`src/rtl/core/bmp_rle8_decoder_defines.svh`:
```
// assertion macros used by the decoder fsm file
`ifndef BMP_RLE8_DECODER_DEFINES_SVH
`define BMP_RLE8_DECODER_DEFINES_SVH

`ifndef SYNTHESIS
`define BMPRLE8_ASSERT(name, clk, rst, prop) \
   name: assert property (@(posedge clk) disable iff (rst) prop) \
      else $error("bmp_rle8_decoder: assertion failed");
`define BMPRLE8_ASSERT_NEVER(name, clk, rst, cond) \
   `BMPRLE8_ASSERT(name, clk, rst, !(cond))
`else
`define BMPRLE8_ASSERT(name, clk, rst, prop)
`define BMPRLE8_ASSERT_NEVER(name, clk, rst, cond)
`endif

`endif

```
`src/rtl/core/bmprle8_pkg.sv`:
```
package bmprle8_pkg;

   // escape code bytes
   localparam logic [7:0] CODE_EOL   = 8'd0;
   localparam logic [7:0] CODE_EOB   = 8'd1;
   localparam logic [7:0] CODE_DELTA = 8'd2;

   // bytes that follow a delta escape
   localparam logic [7:0] DELTA_LEN  = 8'd2;

   typedef enum logic [2:0] {
      PH_FIRST   = 3'd0,
      PH_VALUE   = 3'd1,
      PH_ESCAPE  = 3'd2,
      PH_DELTA   = 3'd3,
      PH_LITERAL = 3'd4,
      PH_PAD     = 3'd5
   } phase_type;

   typedef struct packed {
      logic [7:0] pixel_value;
      logic [7:0] repeat_count;
      logic       end_of_image;
   } rsp_type;

   typedef struct packed {
      logic    emit;
      rsp_type rsp;
   } dec_type;

endpackage

```
`src/rtl/core/bmp_rle8_decoder.sv`:
```
// bitmap rle8 stream decoder, one compressed byte per item
// a run's last byte enters the input register, then its result loads the result register that offers it
// throughput: 1 byte per cycle while the result side keeps taking items
// the bound is the combinational phase update between input and result register
// reset (synchronous, active high) empties both registers and returns to pair start
module bmp_rle8_decoder
   import bmprle8_pkg::*;
(
   input  logic       clock,
   input  logic       reset,
   input  logic       req_valid,
   output logic       req_ready,
   input  logic [7:0] req_stream_byte,
   output logic       rsp_valid,
   input  logic       rsp_ready,
   output logic [7:0] rsp_pixel_value,
   output logic [7:0] rsp_repeat_count,
   output logic       rsp_end_of_image
);

   // input register
   logic       in_valid_ff;
   logic [7:0] in_byte_ff;

   // byte moves through the decoder when the result register has room
   logic       advance;
   dec_type    dec;
   rsp_type    rsp;

   assign advance   = in_valid_ff && (!rsp_valid || rsp_ready);
   assign req_ready = !in_valid_ff || advance;

   always_ff @(posedge clock) begin
      if (reset) begin
         in_valid_ff <= 1'b0;
      end else if (req_ready) begin
         in_valid_ff <= req_valid;
      end
   end

   always_ff @(posedge clock) begin
      if (req_valid && req_ready) begin
         in_byte_ff <= req_stream_byte;
      end
   end

   // phase tracking and run decode
   bmprle8_fsm u_fsm (
      .clock   (clock),
      .reset   (reset),
      .step    (advance),
      .in_byte (in_byte_ff),
      .dec     (dec)
   );

   // result register between decode and consumer
   bmprle8_out u_out (
      .clock     (clock),
      .reset     (reset),
      .load      (advance),
      .dec       (dec),
      .rsp_ready (rsp_ready),
      .rsp_valid (rsp_valid),
      .rsp       (rsp)
   );

   assign rsp_pixel_value  = rsp.pixel_value;
   assign rsp_repeat_count = rsp.repeat_count;
   assign rsp_end_of_image = rsp.end_of_image;

endmodule

```
`src/rtl/core/bmprle8_fsm.sv`:
```
`include "bmp_rle8_decoder_defines.svh"

module bmprle8_fsm
   import bmprle8_pkg::*;
(
   input  logic       clock,
   input  logic       reset,
   input  logic       step,
   input  logic [7:0] in_byte,
   output dec_type    dec
);

   phase_type  phase_ff,        phase_in;
   logic [7:0] held_count_ff,   held_count_in;
   logic [7:0] literal_left_ff, literal_left_in;
   logic       pad_pending_ff,  pad_pending_in;

   // next state
   always_comb begin
      phase_in        = phase_ff;
      held_count_in   = held_count_ff;
      literal_left_in = literal_left_ff;
      pad_pending_in  = pad_pending_ff;
      case (phase_ff)
         PH_VALUE: begin
            phase_in = PH_FIRST;
         end
         PH_ESCAPE: begin
            if (in_byte == CODE_EOB) begin
               phase_in        = PH_FIRST;
               held_count_in   = '0;
               literal_left_in = '0;
               pad_pending_in  = 1'b0;
            end else if (in_byte == CODE_DELTA) begin
               literal_left_in = DELTA_LEN;
               phase_in        = PH_DELTA;
            end else if (in_byte == CODE_EOL) begin
               phase_in = PH_FIRST;
            end else begin
               literal_left_in = in_byte;
               pad_pending_in  = in_byte[0];
               phase_in        = PH_LITERAL;
            end
         end
         PH_DELTA: begin
            literal_left_in = literal_left_ff - 8'd1;
            if (literal_left_ff == 8'd1) begin
               phase_in = PH_FIRST;
            end
         end
         PH_LITERAL: begin
            literal_left_in = literal_left_ff - 8'd1;
            if (literal_left_ff == 8'd1) begin
               phase_in = pad_pending_ff ? PH_PAD : PH_FIRST;
            end
         end
         PH_PAD: begin
            pad_pending_in = 1'b0;
            phase_in       = PH_FIRST;
         end
         default: begin
            if (in_byte != 8'd0) begin
               held_count_in = in_byte;
               phase_in      = PH_VALUE;
            end else begin
               phase_in = PH_ESCAPE;
            end
         end
      endcase
   end

   // outputs
   always_comb begin
      dec = '0;
      case (phase_ff)
         PH_VALUE: begin
            dec.emit             = 1'b1;
            dec.rsp.pixel_value  = in_byte;
            dec.rsp.repeat_count = held_count_ff;
         end
         PH_ESCAPE: begin
            if (in_byte == CODE_EOB) begin
               dec.emit             = 1'b1;
               dec.rsp.end_of_image = 1'b1;
            end
         end
         PH_LITERAL: begin
            dec.emit             = 1'b1;
            dec.rsp.pixel_value  = in_byte;
            dec.rsp.repeat_count = 8'd1;
         end
         default: begin
            dec = '0;
         end
      endcase
   end

   always_ff @(posedge clock) begin
      if (reset) begin
         phase_ff        <= PH_FIRST;
         held_count_ff   <= '0;
         literal_left_ff <= '0;
         pad_pending_ff  <= 1'b0;
      end else if (step) begin
         phase_ff        <= phase_in;
         held_count_ff   <= held_count_in;
         literal_left_ff <= literal_left_in;
         pad_pending_ff  <= pad_pending_in;
      end
   end

   `BMPRLE8_ASSERT(a_eob_clears, clock, reset, (step && dec.emit && dec.rsp.end_of_image) |=> (phase_ff == PH_FIRST && literal_left_ff == 8'd0 && !pad_pending_ff))
   `BMPRLE8_ASSERT(a_delta_len, clock, reset, (step && phase_ff == PH_ESCAPE && in_byte == CODE_DELTA) |=> (phase_ff == PH_DELTA && literal_left_ff == DELTA_LEN))
   `BMPRLE8_ASSERT(a_pad_flag, clock, reset, (phase_ff == PH_PAD) |-> pad_pending_ff)
   `BMPRLE8_ASSERT_NEVER(a_run_nonzero, clock, reset, dec.emit && !dec.rsp.end_of_image && dec.rsp.repeat_count == 8'd0)

endmodule

```
`src/rtl/core/bmprle8_out.sv`:
```
module bmprle8_out
   import bmprle8_pkg::*;
(
   input  logic       clock,
   input  logic       reset,
   input  logic       load,
   input  dec_type    dec,
   input  logic       rsp_ready,
   output logic       rsp_valid,
   output rsp_type    rsp
);

   logic    valid_ff;
   rsp_type data_ff;

   always_ff @(posedge clock) begin
      if (reset) begin
         valid_ff <= 1'b0;
      end else if (load && dec.emit) begin
         valid_ff <= 1'b1;
      end else if (rsp_ready) begin
         valid_ff <= 1'b0;
      end
   end

   always_ff @(posedge clock) begin
      if (load && dec.emit) begin
         data_ff <= dec.rsp;
      end
   end

   assign rsp_valid = valid_ff;
   assign rsp       = data_ff;

endmodule
```
`config.mk`:
```
export PLATFORM = sky130hd
export DESIGN_NAME = bmp_rle8_decoder
export DESIGN_NICKNAME = d
export VERILOG_FILES = /design/src/rtl/core/bmprle8_pkg.sv /design/src/rtl/core/bmp_rle8_decoder.sv /design/src/rtl/core/bmprle8_fsm.sv /design/src/rtl/core/bmprle8_out.sv
export VERILOG_INCLUDE_DIRS = /design/src /design/src/rtl/core
export SDC_FILE = /design/constraint.sdc
export NUM_CORES = 1
export LEC_CHECK = 0
export ABC_CLOCK_PERIOD_IN_PS = 3600
export BUFFER_PORTS_ARGS = -buffer_cell sky130_fd_sc_hd__buf_2
export CORE_UTILIZATION = 59
export CTS_BUF_LIST = sky130_fd_sc_hd__clkbuf_4
export CTS_CLUSTER_SIZE = 24
export DETAILED_ROUTE_END_ITERATION = 7
export PLACE_DENSITY = 0.83
export SLEW_MARGIN = 20
export SYNTH_ARGS = -nofsm -noshare
export SYNTH_HDL_FRONTEND = slang
export SYNTH_SLANG_ARGS = --single-unit
```
`constraint.sdc`:
```
create_clock -name clock -period 3.6 [get_ports clock]
set_input_delay 0.36 -clock clock [delete_from_list [all_inputs] [get_ports clock]]
set_output_delay 0.36 -clock clock [all_outputs]
set_load 0.02 [all_outputs]
```
==> results by group <==
Finish
  – P&R area growth vs syn: 12.73%
  – Finished Cell Area: 2471 sq um
  – Fin nets: 256
  – Antenna diodes: 0
  – Layout cells sized above 1: 18.93%
  – Final core occ: 71.79%

Detailed routing
  – Vias: 1700
  – Initial drt markers: 98
  – DRC Markers: 0
  – Metal2 WL: 1.989 mm
  – WL/cell: 14.88 um
  – Routed met3 length: slightly above 300 um
  – Antenna Nets Post-Route: 0
  – Vias per cell: 5.882
  – Total Wirelength: 4.299 mm
  – Max Used Layer: met4
  – First drt pass iteration count: 4
  – Post-Route M1 WL: between 1.5 and 2 mm

Synthesis
  – Mapped Nets: 228
  – Area of the mapped netlist: about 2200 sq um
  – Syn Area/Cell: ~10 sq um
  – Async SR Flop Fraction: 0%
  – Main synth FF type: edfxtp_1
  – Yosys cell types: 38
  – Synthesis-stage register bit count: 47
  – Register area share after synthesis: 54.34%
  – EDFF count, synth: 25
  – Syn Inst Count: 214
  – Synth warnings: 0

Power
  – Pleak: about 0.86 nW
  – Max IR drop VDD: about 0.29 mV
  – Cell Pwr Density: 424.5 nW/um^2
  – Total Power: 0.001049 W

Placement
  – Area after DPL: 2366 sq um
  – Number of I/O port buffers: 30
  – Detailed Place HPWL: 2.972 mm
  – Routability Congestion: between 0.9 and 1

Setup path
  – Crit path DAT: 2830 ps
  – Startpoint types: flip-flop
  – Required time worst endpoint: 3900 ps
  – Slowest Stage Delay on Critical Path: 700 ps
  – Flop-to-flop setup slack: 1080 ps
  – Number of buffer and inverter stages on the critical path: 0
  – Worst setup EP type: flip-flop
  – Crit Path Category: reg2reg
  – Slowest-stage cell, CP: a2111oi_4
  – Largest delay share family, worst path: simple AND/OR/NAND/NOR gates
  – Most used cell, CP: or4_4
  – Worst-path cell chain: or4_4 -> or4_4 -> a2111oi_4 -> mux2i_1
  – CP max FO: 8

Global routing
  – Vias in the first global route: 1629
  – First-pass GRT wire length: roughly 7.4 mm
  – Initial antenna violation count: 0
  – GRT Total Usage: around a quarter
  – Grt ovf: 0
  – Pin count of the biggest net entering global routing: 25

Timing
  – Hold Fails Final Rpt: 0
  – Slew HR: 35.50%
  – Worst-Margin Slew: 967.5 ps
  – Final setup vio count: 0
  – Slew Limit Fails: 0
  – Sum Neg Setup Slack: 0 ps
  – FMAX: 0.3965 GHz
  – Final period utilization: a little over two thirds
  – Worst clock skew: around 10 ps
  – Min cycle time layout: 2522 ps
  – RSZ-0062 raised after global routing: no

CTS
  – CTS clock-pin slew for the worst setup and hold paths: 130 ps
  – Worst skew pair latency: 370 ps
  – CTS Hold Bufs: 0
  – CTS Buf Count: 5
  – CTS sink count: 47
  – Setup bufs post-CTS: 0
  – Post_cts resized: 0
  – Clk buf depth: 2
  – Root Driver: clkbuf_4
  – Htree depth: 2
  – CTS tree: done

Min path
  – Hold Path Class: in2reg

Run status
  – Status: completed

Floorplanning
  – Initial Util: 63.69%
  – Die Y: 62.96 um
  – Chip Width: 62.96 um
  – Core Region: 3442 sq um
  – Die footprint: 3963 sq um
  – Row count: 21
  – Boundary pin count: 31

Run
  – Max-cap violations: 0
## final cells by class
cell class,instances,area (sq um)
clock buffers,6,45.04
clock inverters,2,60.06
fillers,268,970.9
inverters,3,11.26
multi-input cells,154,948.4
flip-flops and latches,47,1191
well taps,46,57.56
repair buffers,31,157.7
## power breakdown
group	switching, W	internal [W]	leakage, nW
sequential	0.0000162	0.000581	0.393
combinational	0.0000387	0.0000267	0.409
clock	0.000163	0.000224	0.0559
total	0.000218	0.000831	0.857
## synth_stat cells (2+ instances only)
master | number | area share, %
nor3_1 | 4 | 0.91
a22oi_1 | 2 | 0.68
edfxtp_1 | 25 | 34
nor4_1 | 2 | 0.57
a21oi_1 | 22 | 5.0
dfxtp_1 | 22 | 20
o21ai_0 | 8 | 1.8
nand2b_1 | 13 | 3.7
inv_1 | 3 | 0.51
nand3b_1 | 4 | 1.4
a211o_1 | 2 | 0.80
nor2_1 | 14 | 2.4
nor2b_1 | 4 | 1.1
nand4_1 | 2 | 0.57
ha_1 | 2 | 1.1
clkbuf_1 | 7 | 1.2
or3_1 | 3 | 0.86
nand3_1 | 5 | 1.1
or4_4 | 2 | 1.0
nand2_1 | 20 | 3.4
a21o_1 | 7 | 2.4
and2_1 | 15 | 4.3
buf_2 | 3 | 0.68
mux2i_1 | 9 | 4.1
## sequential cells by signal, indices dropped and copies added, names as in the netlist
register and flops:
u_out.rsp 17, in_byte_ff 8, u_fsm.held_count_ff 8, u_fsm.literal_left_ff 8, u_fsm.phase_ff 3, in_valid_ff 1, u_fsm.pad_pending_ff 1, u_out.rsp_valid 1
## layer usage
metal	vias to the layer above	global-route usage, %
li1	825	-
met1	775	32.05
met2	85	37.50
met3	15	6.204
met5	-	0
met4	0	12.21
## per-stage QoR
stage / worst slack (ps) / hold WS (ps) / cells
after global placement: 1159 / 459.5 / 281
after global routing: 922.4 / 137.0 / 289
after CTS: 1092 / 154.3 / 289
after detailed placement: 1125 / 466.3 / 281
final: 1078 / 157.0 / 289
after floorplan: 1031 / 443.5 / 214
## placed cells by master, fill, tap and decap left out, types with 2 or more instances in the layout
cell type and instances:
or4_4 2, bufinv_16 2, nor3_1 4, and2_1 15
nand3b_1 4, nand2_1 20, or3_1 3, a211o_1 2
nand4_1 2, a21o_1 7, nor2_1 14, inv_1 3
a21oi_1 22, o21ai_0 8, ha_1 2, clkbuf_4 6
nand3_1 5, nor4_1 2, dfxtp_1 22, nor2b_1 4
edfxtp_1 25, nand2b_1 13, mux2i_1 9, buf_2 30
a22oi_1 2
## worst paths after layout
kind / start / endpoint / cells after the start
hold / removal: req_stream_byte[3] / in_byte_ff[3]$_DFFE_PP_ / 1
setup reg to reg: in_byte_ff[3]$_DFFE_PP_ / u_fsm.held_count_ff[3]$_SDFFE_PP0P_ / 4
setup / recovery: in_byte_ff[3]$_DFFE_PP_ / u_fsm.held_count_ff[3]$_SDFFE_PP0P_ / 4
hold reg to reg: u_fsm.held_count_ff[0]$_SDFFE_PP0P_ / u_fsm.held_count_ff[0]$_SDFFE_PP0P_ / 2
## cell families after synthesis
family / synth area share [%]
muxes: 4.110
AOI/OAI and AO/OA: 14.56
buffers and inverters: 2.397
adders and majority gates: 1.141
DFF: 54.34
and+or+nand+nor: 23.46
(Power assumes the default switching activity.)
